--- src/hdl/dpc_pkg.sv ---
package dpc_pkg;

  localparam int MAX_SUM = 1024;
  localparam int DEPTH   = MAX_SUM + 1;
  localparam int ADDR_W  = $clog2(DEPTH);
  localparam int IN_W    = 11;
  localparam int CNT_W   = 30;
  localparam int CMP_W   = (ADDR_W > IN_W) ? ADDR_W : IN_W;

  localparam logic [CNT_W-1:0] MODULUS = CNT_W'(1000000007);

  typedef enum logic [2:0] {
    ST_IDLE,
    ST_CLEAR,
    ST_DRAIN,
    ST_UPDATE,
    ST_READ,
    ST_WAIT
  } dpc_state_t;

  typedef struct packed {
    logic              wr_en;
    logic              wr_clear;
    logic              wr_one;
    logic [ADDR_W-1:0] wr_addr;
    logic [ADDR_W-1:0] rd_addr_a;
    logic [ADDR_W-1:0] rd_addr_b;
    logic              res_load;
  } dpc_ctrl_t;

endpackage

--- src/hdl/dpc_mod_add.sv ---
module dpc_mod_add (
  input  logic [dpc_pkg::CNT_W-1:0] a,
  input  logic [dpc_pkg::CNT_W-1:0] b,
  output logic [dpc_pkg::CNT_W-1:0] sum
);
  import dpc_pkg::*;

  logic [CNT_W:0] raw;
  logic [CNT_W:0] red;

  assign raw = {1'b0, a} + {1'b0, b};
  assign red = raw - {1'b0, MODULUS};
  // both operands are residues, so one subtract brings the sum back in range
  assign sum = (raw >= {1'b0, MODULUS}) ? red[CNT_W-1:0] : raw[CNT_W-1:0];

endmodule

--- config.mk ---
export PLATFORM = sky130hd
export DESIGN_NAME = dpc_mod_add
export DESIGN_NICKNAME = d
export VERILOG_FILES = /design/src/hdl/dpc_pkg.sv /design/src/hdl/dpc_mod_add.sv
export SDC_FILE = /design/constraint.sdc
export NUM_CORES = 1
export LEC_CHECK = 0
export ABC_AREA = 1
export BUFFER_PORTS_ARGS = -buffer_cell sky130_fd_sc_hd__buf_2
export CAP_MARGIN = 10
export CORE_ASPECT_RATIO = 1.2
export CORE_UTILIZATION = 50
export DETAILED_ROUTE_END_ITERATION = 16
export PLACE_DENSITY_LB_ADDON = 0.05
export SLEW_MARGIN = 20
export SYNTH_ARGS = -nofsm -noshare
export SYNTH_HDL_FRONTEND = slang
export SYNTH_SLANG_ARGS = --single-unit
--- constraint.sdc ---
create_clock -name vclk -period 5.49
set_input_delay 1.098 -clock vclk [all_inputs]
set_output_delay 1.098 -clock vclk [all_outputs]
set_load 0.01 [all_outputs]
# Yosys cells after proc, flatten, opt, wreduce, memory -nomap -nowiden
# Index checks and enable logic that the tools add are counted.
# totals
reg_bits,0
output_inout_bits,30
wordCells,4
# classes
n_addsub,2
n_lt_le_gt_ge,1
mux,1
# ops
operator,count
adder 30 x 30 -> 31 bit,1
greater-or-equal comparator 31 x 30 -> 1 bit (second input constant),1
two-way mux 30 bit,1
subtractor 30 bit (second input constant),1

# Longest topological paths before layout
# depth
word_depth,3
depth_mapped,24

# Worst setup path before layout
# OpenSTA, ideal clock, no wires.
# synth_path
kind,input to output
from,input a[0] (netlist bit)
to,output sum[10] (netlist bit)
t_arrival_ns,3.468
required_time_ns,4.392
setup_slack_ns,0.924
path_stages,21
n_path_buf,1
path_cell_list,ha_1 inv_1 fa_1 inv_1 nand3_1 nand2_1 nand2_1 nand2_1 nand3_2 nor2_4 nand2_2 nand2_1 nand2_1 nand2_1 nand2_1 nand2_1 nand2_2 nand2_4 nand3_4 buf_6 o21ai_1
# synth_between
elab_chain_cells,3
elab_cells_between_ends,4
classes_between,add/sub (2); order compare (1); mux (1)
# synth_lines
item,line_no,text
start: declaration,dpc_mod_add.sv:2,"input logic [dpc_pkg::CNT_W-1:0] a,"
adder 30 x 30 -> 31 bit (*),dpc_mod_add.sv:11,"assign raw = {1'b0, a} + {1'b0, b};"
subtractor 30 bit / greater-or-equal comparator 31 x 30 -> 1 bit (equally long branches),"dpc_mod_add.sv:12, dpc_mod_add.sv:14",
two-way mux 30 bit (*),dpc_mod_add.sv:14,"assign sum = (raw >= {1'b0, MODULUS}) ? red[CNT_W-1:0] : raw[CNT_W-1:0];"
end: declaration,dpc_mod_add.sv:4,output logic [dpc_pkg::CNT_W-1:0] sum
# Every way passes the cells marked *; elsewhere a longest branch is shown, timed or not.

# Final worst setup path
# layout_path
from,input a[0] (netlist bit)
to,output sum[6] (netlist bit)
# The elaborated chain is that of the path after synthesis.

==> impl_metrics.py <==
metrics = {
    "run_status": {
        "status": "completed",
    },
    "floorplanning": {
        "start_util_pct": 51.5,
        "die_w_um": 83.1,
        "die_area_um2": 8260,
        "io_pins": 90,
        "placementRows": 35,
        "coreArea_um2": 7660,
        "die_h_um": 99.4,
    },
    "logic_synthesis": {
        "ys.warnings.count": 0,
        "syn_area_per_cell_um2": 4.76,
        "yosys.cell_types.count": 31,
        "synth_top_area_share_pct": 33.6,
        "synth_area_um2": 3950,
        "yosysTopAreaCell": "nand2_1",
        "synthCells": 830,
        "synth_compound_area_share_pct": 6.62,
        "synthXorXnorAreaFrac_pct": 4.40,
        "yosysSeqAreaShare_pct": 0,
        "synthTopCellsByArea": "nand2_1 (34%), inv_1 (13%), ha_1 (9.8%), nand3_1 (8.7%), nor2_1 (5.9%)",
        "synth-simple-area-share_pct": 61.6,
        "synth_fa_ha_area_share_pct": 10.3,
        "synth_mux_area_share_pct": 0,
        "synth_top_family_by_area": "simple AND/OR/NAND/NOR gates",
        "synth_commonest_cells": "nand2_1 (353), inv_1 (139), nand3_1 (69), nor2_1 (62), ha_1 (31)",
        "yosys.cell_count.top_type": "nand2_1",
        "synthesis.nets": 922,
    },
    "grt": {
        "grt_pass1_wl_um": 19700,
        "grt_max_degree": 31,
        "antenna_found_initial": 0,
        "grt_overflow_total": 0,
        "grt_pass1_vias": 4635,
        "grt_util_all_layers_pct": 27.9,
    },
    "detailed_routing": {
        "dr.pass1.iters": 6,
        "route.vias.total": 5133,
        "wl_um": 11600,
        "viasPerCell": 5.06,
        "ant_nets": 0,
        "wl_per_cell_um": 11.4,
        "drt_iter0_drc": 190,
        "remaining_drc_errors": 0,
    },
    "power": {
        "ir_drop_v": 0.000105,
        "power.density_nw_per_um2": 165,
        "p_leak_nw": 2.87,
    },
    "critical_path": {
        "critPathMaxFanout": 30,
        "crit_type": "in -> out",
        "worstPathArrival_ns": 4.04,
        "max_stage_delay_ns": 0.40,
        "crit_top_cell": "nand2_1",
        "endpoint_kind": "primary output",
        "start_kind": "input port",
        "crit_chain": "buf_2 > ha_1 > inv_1 > fa_1 > inv_1 > nand3_1 > nand2_1 > nand2_1 > nand2_1 > nand3_1 > nand3_1 > nand2_1 > nor2_1 > nand2_1 > nor2_2 > nand3_4 > nand3_4 > buf_12 > nand2_1 > o21ai_1 > buf_2",
        "path_delay_family": "simple AND/OR/NAND/NOR gates",
        "crit_slowest_cell": "fa_1",
        "path_buf_inv": 5,
        "crit_required_ns": 4.39,
    },
    "timing": {
        "hold_viol": 0,
        "tightestPinTransition_ns": 0.655,
        "fin_crit_sh_pct": 93.5,
        "setup_viol": 0,
        "fin_crit_ns": 5.13,
        "relSlewSlack_pct": 55.9,
        "rsz0062_at_grt": "false",
        "setup_slack_ns": 0.355,
        "finalSetupTns_ns": 0,
        "max_freq_mhz": 195,
        "maxSlewViolCount": 0,
    },
    "cells_and_area": {
        "syn_to_final_growth_pct": 14.6,
        "final_area_um2": 4530,
        "seq_cell_count": 0,
        "nClkBuffers": 0,
        "nets": 1016,
        "drive_gt1_share_pct": 17.4,
        "diodes": 0,
        "final-seq-area_um2": 0,
    },
    "min_path": {
        "hold_class": "in -> out",
    },
    "place": {
        "portBuffers": 90,
        "hpwlAfterDp_um": 10300,
        "post_dp_cell_area_um2": 4490,
        "place_ws_ns": 0.307,
        "gp_congestion": 0.924,
    },
    "clocking": {
        "ctsResizeCount": 0,
        "cts_setup_buffers": 0,
        "ctsHoldBuffers": 0,
    },
    "run": {
        "drv_cap": 0,
    },
}
==> cell type report <==
class                           instances  area [um^2]
Inverter                              163          612
Multi-Input combinational cell        661         3280
Timing Repair Buffer                   98          523
Fill cell                             843         3140
Tap cell                               92          115
==> report_power, final <==
part | internal, mW | switching (mW) | leakage, nW
Clock | 0 | 0 | 0
Sequential | 0 | 0 | 0
Combinational | 0.269 | 0.478 | 2.87
Total | 0.269 | 0.478 | 2.87
==> worst min-delay path, stage by stage <==
cell    delay (ns)
buf_2         0.08
ha_1          0.20
xor2_2        0.09
buf_2         0.13
==> cell families (layout without fill, tap and decap cells) <==
| family | Yosys count | in the layout |
|---|---|---|
| AND/OR/NAND/NOR | 561 | 561 |
| buffers and inverters | 169 | 261 |
| AO/OA/AOI/OAI | 49 | 49 |
| adder cells (fa/ha/maj) | 32 | 32 |
| XOR/XNOR | 19 | 19 |
==> metrics by stage <==
stage	util, %	hold slack (ns)	total power [mW]	std cells
after floorplan	-	2.47	0.537	830
after global placement	58.6	2.68	0.722	1009
after detailed placement	58.6	2.70	0.731	1009
after CTS	58.6	2.71	0.734	1009
after global routing	59.1	2.74	0.844	1014
final	59.1	2.70	0.747	1014
==> path summary, 6_finish.rpt <==
check                 start  endpoint  slack (ns)  cells past startpoint
worst max-delay path   a[0]    sum[6]        0.36                     21
worst min-delay path   b[0]    sum[0]        2.70                      4
==> metal layers <==
| metal | up-vias | global-route usage [%] | wire length (um) | share of wire, % |
|---|---|---|---|---|
| li1 | 2748 | - | - | - |
| met1 | 2227 | 35.5 | 5380 | 47 |
| met2 | 136 | 51.2 | 5370 | 46 |
| met3 | 22 | 1.16 | 458 | 4.0 |
| met4 | 0 | 7.56 | 344 | 3.0 |
| met5 | - | 0 | 0 | 0 |
==> cell usage in the layout (no fill, tap or decap) <==
cell,n
a21oi_1,22
and2_1,6
and3_1,1
buf_12,1
buf_2,90
buf_4,7
clkinv_1,2
fa_1,1
ha_1,31
inv_1,139
inv_2,22
nand2_1,353
nand2_2,13
nand2_4,1
nand3_1,69
nand3_2,2
nand3_4,2
nand3b_1,4
nand4_1,23
nor2_1,62
nor2_2,16
nor2_4,3
nor3_1,5
o21ai_0,4
o21ai_1,17
o21ai_2,2
o21bai_1,3
o22ai_1,1
or2_1,1
xnor2_1,2
xor2_1,16
xor2_2,1
No activity file was read; power rests on OpenSTA's default activity.
