**config.mk**
```make
export PLATFORM = sky130hd
export DESIGN_NAME = dpc_seq
export DESIGN_NICKNAME = d
export VERILOG_FILES = /design/src/hdl/dpc_pkg.sv /design/src/hdl/dpc_seq.sv
export SDC_FILE = /design/constraint.sdc
export NUM_CORES = 1
export LEC_CHECK = 0
export ABC_AREA = 0
export BUFFER_PORTS_ARGS = -buffer_cell sky130_fd_sc_hd__buf_4
export CORE_MARGIN = 2
export CORE_UTILIZATION = 35
export DETAILED_ROUTE_END_ITERATION = 8
export SLEW_MARGIN = 10
export SYNTH_ARGS = -nofsm -noshare
export SYNTH_HDL_FRONTEND = slang
export SYNTH_SLANG_ARGS = --single-unit
```
**constraint.sdc**
```tcl
create_clock -name clk -period 2.97 [get_ports clk]
set_clock_uncertainty 0.1 [all_clocks]
set_input_delay 0.297 -clock clk [delete_from_list [all_inputs] [get_ports clk]]
set_output_delay 0.297 -clock clk [all_outputs]
set_load 0.02 [all_outputs]
```
**src/hdl/dpc_pkg.sv**
```systemverilog
package dpc_pkg;

  localparam int MAX_SUM = 1024;
  localparam int DEPTH   = MAX_SUM + 1;
  localparam int ADDR_W  = $clog2(DEPTH);
  localparam int IN_W    = 11;
  localparam int CNT_W   = 30;
  localparam int CMP_W   = (ADDR_W > IN_W) ? ADDR_W : IN_W;

  localparam logic [CNT_W-1:0] MODULUS = CNT_W'(1000000007);

  typedef enum logic [2:0] {
    ST_IDLE,
    ST_CLEAR,
    ST_DRAIN,
    ST_UPDATE,
    ST_READ,
    ST_WAIT
  } dpc_state_t;

  typedef struct packed {
    logic              wr_en;
    logic              wr_clear;
    logic              wr_one;
    logic [ADDR_W-1:0] wr_addr;
    logic [ADDR_W-1:0] rd_addr_a;
    logic [ADDR_W-1:0] rd_addr_b;
    logic              res_load;
  } dpc_ctrl_t;

endpackage

```
**src/hdl/dpc_seq.sv**
```systemverilog
module dpc_seq (
  input  logic                       clk,
  input  logic                       rst_n,
  input  logic                       in_valid,
  output logic                       in_stall,
  input  logic [dpc_pkg::ADDR_W-1:0] tgt,
  input  logic [dpc_pkg::ADDR_W-1:0] part,
  output logic                       out_valid,
  input  logic                       out_stall,
  output dpc_pkg::dpc_ctrl_t         ctrl
);
  import dpc_pkg::*;

  dpc_state_t        state_r, state_nxt;
  logic [ADDR_W-1:0] t_r, t_nxt;
  logic [ADDR_W-1:0] m_r, m_nxt;
  logic [ADDR_W-1:0] s_r, s_nxt;
  logic [ADDR_W-1:0] k_r, k_nxt;
  logic              last_r, last_nxt;
  logic              pend_valid_r;
  logic [ADDR_W-1:0] pend_addr_r;
  logic              out_valid_r, out_valid_nxt;
  logic              out_free;

  assign out_free = !out_valid_r || !out_stall;

  // next state and counters
  always_comb begin
    state_nxt = state_r;
    t_nxt     = t_r;
    m_nxt     = m_r;
    s_nxt     = s_r;
    k_nxt     = k_r;
    last_nxt  = last_r;
    case (state_r)
      ST_IDLE: begin
        if (in_valid) begin
          t_nxt     = tgt;
          m_nxt     = part;
          s_nxt     = '0;
          k_nxt     = ADDR_W'(1);
          last_nxt  = (part == '0);
          state_nxt = ST_CLEAR;
        end
      end
      ST_CLEAR: begin
        if (s_r == t_r) begin
          state_nxt = ST_DRAIN;
        end else begin
          s_nxt = s_r + ADDR_W'(1);
        end
      end
      ST_DRAIN: begin
        s_nxt = t_r;
        if (last_r) begin
          state_nxt = ST_READ;
        end else begin
          state_nxt = ST_UPDATE;
        end
      end
      ST_UPDATE: begin
        if (s_r == k_r) begin
          // pass done: let the last write land before the next pass reads
          if (k_r == m_r) begin
            last_nxt = 1'b1;
          end else begin
            k_nxt = k_r + ADDR_W'(1);
          end
          state_nxt = ST_DRAIN;
        end else begin
          s_nxt = s_r - ADDR_W'(1);
        end
      end
      ST_READ: begin
        state_nxt = ST_WAIT;
      end
      ST_WAIT: begin
        if (out_free) begin
          state_nxt = ST_IDLE;
        end
      end
      default: begin
        state_nxt = ST_IDLE;
      end
    endcase
  end

  // outputs
  always_comb begin
    in_stall       = (state_r != ST_IDLE);
    ctrl.wr_clear  = (state_r == ST_CLEAR);
    ctrl.wr_one    = (s_r == '0);
    ctrl.wr_en     = (state_r == ST_CLEAR) || pend_valid_r;
    ctrl.wr_addr   = (state_r == ST_CLEAR) ? s_r : pend_addr_r;
    ctrl.rd_addr_a = (state_r == ST_UPDATE) ? s_r : t_r;
    ctrl.rd_addr_b = (state_r == ST_UPDATE) ? (s_r - k_r) : '0;
    ctrl.res_load  = (state_r == ST_WAIT) && out_free;
    out_valid_nxt  = out_valid_r;
    if (ctrl.res_load) begin
      out_valid_nxt = 1'b1;
    end else if (out_valid_r && !out_stall) begin
      out_valid_nxt = 1'b0;
    end
  end

  assign out_valid = out_valid_r;

  always_ff @(posedge clk) begin
    if (!rst_n) begin
      state_r      <= ST_IDLE;
      pend_valid_r <= 1'b0;
      out_valid_r  <= 1'b0;
    end else begin
      state_r      <= state_nxt;
      pend_valid_r <= (state_r == ST_UPDATE);
      out_valid_r  <= out_valid_nxt;
    end
  end

  always_ff @(posedge clk) begin
    t_r         <= t_nxt;
    m_r         <= m_nxt;
    s_r         <= s_nxt;
    k_r         <= k_nxt;
    last_r      <= last_nxt;
    pend_addr_r <= s_r;
  end

endmodule

```
Word level (Yosys, flattened, before mapping):

Index checks and enable logic that the tools add are counted.

* $add $sub $neg: 4
* equality and inequality tests: 16
* mux-type cells: 23
* reductions and logical operators: 18

Operator list (count)
* $mux 11: 9
* $pmux 11 s4: 1
* $eq 11x11->1: 3
* $add 11x1->11 const B: 2
* $logic_not 11->1: 2
* $pmux 11 s2: 1
* $pmux 3 s6: 1
* $reduce_and 4->1: 4
* $mux 3: 5
* $ne 2x2->1 const B: 7
* $sub 11x1->11 const B: 1
* $sub 11x11->11: 1
* $eq 3x2->1 const B: 2
* $eq 3x3->1 const B: 2
* $mux 1: 5
* $reduce_bool 2->1: 2
* $reduce_bool 4->1: 1
* $eq 3x1->1 const B: 1
* $logic_not 3->1: 1
* $reduce_bool 3->1: 1
* $logic_and 1x1->1: 2
* $logic_not 1->1: 2
* $logic_or 1x1->1: 2
* $ne 2x1->1 const B: 1
* 2 further kinds: 2

* register bits: 61
* bits of input ports: 26
* output and inout bits: 39
* word-level logic and storage cells: 70

Depth between registers and ports, before layout:

Gate-level depths: netlist of run 1.

* depth after elaboration: 4
* mapped depth: 10
* gate-level depth less buffers: 9

Least setup slack after synthesis of run 1:

Ideal clock, no wire load.

* kind: flip-flop to flip-flop
* start: reg s_r[6]
* end: reg k_r[0], enable pin
* arrival: 2.325 ns
* setup slack: 0.151 ns
* cell stages (with the launch flop): 7
* buffers on the path: 0
* period minus slack after synthesis: 2.819 ns
* cells stage by stage: edfxtp_1 -> ha_1 -> and4_2 -> nand2_1 -> nor3_2 -> nand2_1 -> o21ai_0

* longest elaborated chain between the ends: 3

RTL lines
* start: declaration: line dpc_seq.sv:17 `logic [ADDR_W-1:0] s_r, s_nxt;`
* start signal: assignment: line dpc_seq.sv:123 `s_r <= s_nxt;`
* $eq 11x11->1: line dpc_seq.sv:62 `if (s_r == k_r) begin`
* $ne 2x2->1 (no line)
* $reduce_and 4->1 (no line)
* end signal: assignment: line dpc_seq.sv:124 `k_r <= k_nxt;`
* end: declaration: line dpc_seq.sv:18 `logic [ADDR_W-1:0] k_r, k_nxt;`

No other way between the ends.
A chain may end at the register's enable or synchronous reset.

==> flow_metrics.py, run 1 <==
metrics = {
    "status": {
        "run_status": "complete, no violations",
    },
    "timing": {
        "rsz0062_at_grt": "yes",
        "finalCriticalPeriod_ns": 2.85,
        "hold_viol": 0,
        "finalCritPeriodShare": 0.960,
        "max_slew.worst_pin.slew_ns": 0.479,
        "max_freq_ghz": 0.351,
        "max_slew_margin": 0.680,
        "setup_viol": 0,
        "slew_viol_final": 0,
        "finalSetupTns_ns": 0,
    },
    "logic_synthesis": {
        "syn_inst": 386,
        "syn-num-nets": 434,
        "async_reset_ff_frac": 0,
        "synth_ff_type": "edfxtp_1",
        "ys_types": 50,
        "syn_area_sq_mm": 0.00379,
        "ys_ff_latch": 61,
        "synth-seq-area-share": 0.441,
        "yosysWarnings": 0,
        "syn_area_per_cell_sq_um": 9.82,
        "synth_enable_flop_cells": 45,
        "synth_top_area_cell": "edfxtp_1",
        "yosysTopAreaCellShare": 0.357,
        "yosys-top-cells-area": "edfxtp_1, dfxtp_1, xnor2_1",
    },
    "place": {
        "io_buffers": 64,
        "gp_congestion": 0.927,
        "dp_hpwl_um": 7850,
    },
    "run": {
        "maxCapViolations": 0,
    },
    "hold_path": {
        "worstHoldPathCells": 1,
        "hold_end": "t_r[0]$_DFFE_PP_",
        "min_path_type": "in -> reg",
        "hold_path_startpoint": "tgt[0]",
    },
    "setup_path": {
        "end_kind": "output port",
        "crit_arrival_ns": 2.45,
        "r2r_cells": 8,
        "crit_required_ns": 2.57,
        "path_max_fanout": 3,
        "critPathKind": "reg -> out",
        "setup.worst_path.start_class": "flip-flop",
        "rr_endpoint": "k_r[5]$_SDFFCE_PN0P_",
        "slowest_stage": "edfxtp_1",
        "rr_startpoint": "k_r[6]$_SDFFCE_PN0P_",
        "crit_chain": "inv_2 -> ha_1 -> inv_1 -> fa_2 -> a211oi_2 -> o21bai_2 -> a31oi_1 -> xor2_1 -> nor2_1 -> buf_4",
        "r2r_slack_ns": 0.32,
        "slowest_delay_ns": 0.40,
    },
    "power_and_ir_drop": {
        "clockPowerShare": 0.304,
        "power_frac_seq": 0.449,
        "combPwrFrac": 0.247,
        "intPower_mw": 1.62,
        "p_sw_uw": 694,
        "power.density_mw_per_mm2": 488,
        "switching_share": 0.299,
        "irDropWorstVdd_uv": 285,
        "leakagePower_nw": 1.98,
    },
    "floorplan": {
        "start_util": 0.364,
        "die-area_sq_mm": 0.0117,
        "core_sq_mm": 0.0104,
        "die_w_um": 108,
        "dieHeight_um": 108,
        "rows": 37,
        "pin_count": 65,
    },
    "grt": {
        "grt_usage": 0.184,
        "grt_pass1_vias": 3083,
        "overflow": 0,
        "grt_pass1_wl_um": 16200,
        "grt_max_degree": 34,
        "antenna_found_initial": 0,
    },
    "cts": {
        "htree_levels": 3,
        "clockBufferDepth": 2,
        "ctsRootBufferMaster": "clkbuf_8",
        "cts_tree": "done",
        "insertion_delay_ns": 0.34,
        "cts_buffers": 9,
        "clk_pin_slew_worst_paths_ns": 0.07,
        "ctsHoldBuffers": 0,
        "cts.sinks": 61,
    },
    "detailed_routing": {
        "vias": 3197,
        "drt_iter0_markers": 225,
        "avgRoutedWirePerCell_um": 17.0,
        "postRouteAntennaNets": 0,
        "drc": 0,
        "avgViaCountPerCell": 5.25,
        "drt-total-wl_um": 10300,
        "dr.pass1.iters": 4,
    },
    "cells_and_area": {
        "final_nets": 517,
        "most-common-layout-cells": "buf_4, nand2_1, edfxtp_1",
        "antennaDiodeCount": 0,
        "fillers": 1002,
        "regArea_sq_mm": 0.00167,
        "final_common_cell": "buf_4",
        "synthToLayoutAreaGrowth_pct": 25.5,
        "drive_gt1_frac": 0.273,
        "multi_input_area_sq_mm": 0.00200,
        "fin_util": 0.456,
    },
}
-- through the flow --
step	hold slack (ns)	power, mW	instance area, sq um	cells	setup slack [ns]
6_report	0.0293	2.32	4750	609	0.118
5_1_grt	0.0178	2.43	4750	609	-0.00338
4_1_cts	0.0182	2.31	4680	603	0.00107
3_5_place_dp	0.376	1.60	4490	588	0.285
3_3_place_gp	0.376	1.60	4490	588	0.312
2_1_floorplan	0.243	1.40	3790	386	0.151
-- critical path: cells and delay by family, from the launching register on --
family                     cells  cell delay [ns]
adders and majority gates      2             0.54
DFF                            1             0.40
buffers and inverters          3             0.31
and+or+nand+nor                1             0.06
xor gates and xnor gates       1             0.16
AOI/OAI and AO/OA              3             0.64
-- metal layers --
metal  global-route usage  vias to the layer above  wire (um)
met1                0.256                     1488       4890
li1                     -                     1561          -
met5                    0                        -          0
met3               0.0422                       21        679
met2                0.279                      127       4520
met4               0.0696                        0        242
-- registers in the layout (all words and copies together) (netlist names) --
register	count
state_r	3
m_r	11
s_r	11
last_r	1
pend_addr_r	11
pend_valid_r	1
out_valid	1
k_r	11
t_r	11
-- logic make-up after synthesis --
logic type / synth area share
compound gates: 0.132
buf+inv: 0.0396
fa+ha+maj: 0.0766
mux: 0.0380
flops: 0.441
xor+xnor: 0.0994
simple gates: 0.173
-- synth_stat cells, types with 7 or more instances --
cell type and instances:
o21a_1 7, nor2_1 31, xnor2_1 33, nand2_1 46, inv_1 22, a21oi_1 15
nor3_1 10, nand3_1 13, o21ai_0 12, xor2_1 10, ha_1 20, clkbuf_1 8
nand2b_1 8, edfxtp_1 45, and3_1 9, mux2_2 11, dfxtp_1 16
-- power groups by stage --
| stage | sequential, mW | combinational [mW] | clock [mW] |
|---|---|---|---|
| 2_1_floorplan | 1.05 | 0.351 | 0 |
| 3_3_place_gp | 1.06 | 0.542 | 0 |
| 3_5_place_dp | 1.06 | 0.541 | 0 |
| 4_1_cts | 1.04 | 0.548 | 0.721 |
| 5_1_grt | 1.05 | 0.622 | 0.759 |
| 6_report | 1.04 | 0.572 | 0.706 |
-- how the worst max path moves through the flow --
stage,from,end,cells after the start
2_1_floorplan,s_r[6]$_DFFE_PP_,k_r[0]$_SDFFCE_PN1P_,6
3_3_place_gp,s_r[0]$_DFFE_PP_,ctrl[9],10
3_5_place_dp,s_r[0]$_DFFE_PP_,ctrl[9],10
4_1_cts,k_r[0]$_SDFFCE_PN1P_,ctrl[9],9
5_1_grt,s_r[0]$_DFFE_PP_,ctrl[9],10
6_report,s_r[0]$_DFFE_PP_,ctrl[11],10
-- cell type report --
| type | count | area share |
|---|---|---|
| multi-input cells | 289 | 0.422 |
| clock buffers | 10 | 0.0268 |
| inverters | 22 | 0.0174 |
| repair buffers | 86 | 0.136 |
| well taps | 136 | 0.0358 |
| clock inverters | 5 | 0.0111 |
| flip-flops and latches | 61 | 0.352 |
-- timing repair --
action	4_1_cts	5_1_grt
setup endpoints to repair	3	4
pin swaps	0	2
resized for setup	2	8
setup buffers	0	6
gates cloned	0	0
No activity file was read; power rests on OpenSTA's default activity.
==> run 2, diff against run 1 <==
--- a/config.mk
+++ b/config.mk
@@ -6,7 +6,7 @@
 export NUM_CORES = 1
 export LEC_CHECK = 0
 export ABC_AREA = 0
-export BUFFER_PORTS_ARGS = -buffer_cell sky130_fd_sc_hd__buf_4
+export BUFFER_PORTS_ARGS = -buffer_cell sky130_fd_sc_hd__buf_2
 export CORE_MARGIN = 2
 export CORE_UTILIZATION = 35
 export DETAILED_ROUTE_END_ITERATION = 8
==> run 2 against run 1 <==
Register-to-register slack worse by 0.03 ns. Sequential share of layout area up 0.77 points. Worst hold slack worse by 0.015 ns. Cell count up 1.3%. Combinational power about the same. Critical endpoint is now ctrl[9].
==> flow_metrics.py, run 2 (synthesis results as in run 1) <==
metrics = {
    "hold_path": {
        "hold_end": "t_r[1]$_DFFE_PP_",
        "min_path_type": "in -> reg",
        "worstHoldPathCells": 1,
        "hold_path_startpoint": "tgt[1]",
    },
    "cells_and_area": {
        "drive_gt1_frac": 0.281,
        "regArea_sq_mm": 0.00167,
        "most-common-layout-cells": "buf_2, nand2_1, edfxtp_1",
        "final_common_cell": "buf_2",
        "multi_input_area_sq_mm": 0.00200,
        "final_nets": 524,
        "fillers": 1043,
        "fin_util": 0.447,
        "synthToLayoutAreaGrowth_pct": 22.8,
        "antennaDiodeCount": 0,
    },
    "detailed_routing": {
        "avgRoutedWirePerCell_um": 17.2,
        "drt-total-wl_um": 10600,
        "vias": 3223,
        "dr.pass1.iters": 4,
        "drt_iter0_markers": 266,
        "avgViaCountPerCell": 5.22,
        "postRouteAntennaNets": 0,
        "drc": 0,
    },
    "power_and_ir_drop": {
        "leakagePower_nw": 1.99,
        "finalPower_mw": 2.31,
        "irDropWorstVdd_uv": 253,
        "power.density_mw_per_mm2": 496,
    },
    "floorplan": {
        "core_sq_mm": 0.0104,
        "die-area_sq_mm": 0.0117,
        "dieHeight_um": 108,
        "start_util": 0.364,
        "pin_count": 65,
        "rows": 37,
        "die_w_um": 108,
    },
    "timing": {
        "max_slew_margin": 0.676,
        "slew_viol_final": 0,
        "finalCriticalPeriod_ns": 2.89,
        "finalSetupTns_ns": 0,
        "max_freq_ghz": 0.346,
        "hold_viol": 0,
        "finalCritPeriodShare": 0.973,
        "max_slew.worst_pin.slew_ns": 0.485,
        "fin_ws_ns": 0.0794,
        "setup_viol": 0,
        "rsz0062_at_grt": "no",
    },
    "setup_path": {
        "rr_endpoint": "s_r[7]$_DFFE_PP_",
        "crit_arrival_ns": 2.49,
        "slowest_stage": "edfxtp_1",
        "critPathKind": "reg -> out",
        "rr_startpoint": "state_r[2]$_SDFFE_PN0P_",
        "setup.worst_path.start_class": "flip-flop",
        "crit_chain": "inv_2 -> ha_1 -> inv_1 -> fa_2 -> a211oi_4 -> o21bai_2 -> a41oi_2 -> xor2_1 -> nor2_1 -> buf_2",
        "r2r_cells": 8,
        "crit_required_ns": 2.57,
        "r2r_slack_ns": 0.29,
        "end_kind": "output port",
        "path_max_fanout": 3,
        "slowest_delay_ns": 0.42,
    },
    "grt": {
        "grt_max_degree": 34,
        "grt_usage": 0.190,
        "overflow": 0,
        "grt_pass1_wl_um": 16900,
        "antenna_found_initial": 0,
        "grt_pass1_vias": 3130,
    },
    "place": {
        "io_buffers": 64,
        "gp_congestion": 0.883,
        "place_ws_ns": 0.212,
        "dp_hpwl_um": 7970,
    },
    "status": {
        "run_status": "complete, no violations",
    },
    "run": {
        "maxCapViolations": 0,
    },
    "cts": {
        "ctsHoldBuffers": 0,
        "cts_buffers": 9,
        "cts.sinks": 61,
        "cts_tree": "done",
        "ctsRootBufferMaster": "clkbuf_8",
        "htree_levels": 3,
        "insertion_delay_ns": 0.35,
        "clockBufferDepth": 2,
        "clk_pin_slew_worst_paths_ns": 0.07,
    },
}
## run 2: cell types whose count changed in the layout (fill, tap and decap cells not counted), moves of 2 or more
cell / change
buf_4: -57
a21oi_2: -2
a21oi_1: +2
clkbuf_8: +3
buf_2: +64
## run 2: critical path, delay by kind of cell (launching register included)
kind	cells	cell delay (ns)
xor gates and xnor gates	1	0.16
adders and majority gates	2	0.58
DFF	1	0.42
and+or+nand+nor	1	0.05
buffers and inverters	3	0.33
AOI/OAI and AO/OA	3	0.59
## run 2: worst max-delay path by stage
stage	from	end	slack, ns	cells past startpoint
floorplan	s_r[6]$_DFFE_PP_	k_r[0]$_SDFFCE_PN1P_	0.15	6
global placement	s_r[0]$_DFFE_PP_	ctrl[9]	0.33	10
detailed placement	s_r[0]$_DFFE_PP_	ctrl[9]	0.21	10
CTS	s_r[0]$_DFFE_PP_	ctrl[9]	0.003	10
global route	s_r[0]$_DFFE_PP_	ctrl[9]	0.006	10
finish	s_r[0]$_DFFE_PP_	ctrl[9]	0.08	10
## run 2: final cells by class
cell class | count | share of cell area
sequential | 61 | 0.359
tap | 136 | 0.0366
multi-input combinational | 289 | 0.431
clock inverter | 4 | 0.00457
inverter | 22 | 0.0177
clock buffer | 12 | 0.0355
timing repair buffer | 93 | 0.116
## run 2: where the power goes
group	switching, mW	leakage (nW)	internal, mW
clock network	0.339	0.0958	0.365
logic	0.329	1.31	0.243
registers	0.0468	0.577	0.986
total	0.714	1.99	1.59
## run 2: timing repair
item	CTS	global route
buffers inserted	0	11
hold endpoints to repair	0	0
resized for setup	3	6
pin swaps	0	1
endpoints found under the setup margin	3	5
## run 2: per-stage QoR
step           hold WS, ns  instance area [sq um]  std cells
2_1_floorplan        0.243                   3790        386
3_3_place_gp         0.374                   4350        590
3_5_place_dp         0.375                   4350        590
4_1_cts            0.00795                   4550        606
5_1_grt            0.00543                   4650        617
6_report            0.0139                   4650        617
## run 2: metal layers
metal / wire length, um / vias to the layer above / global-route usage
li1: - / 1571 / -
met1: 4930 / 1506 / 0.266
met2: 4690 / 124 / 0.291
met3: 745 / 22 / 0.0374
met4: 245 / 0 / 0.0742
met5: 0 / - / 0
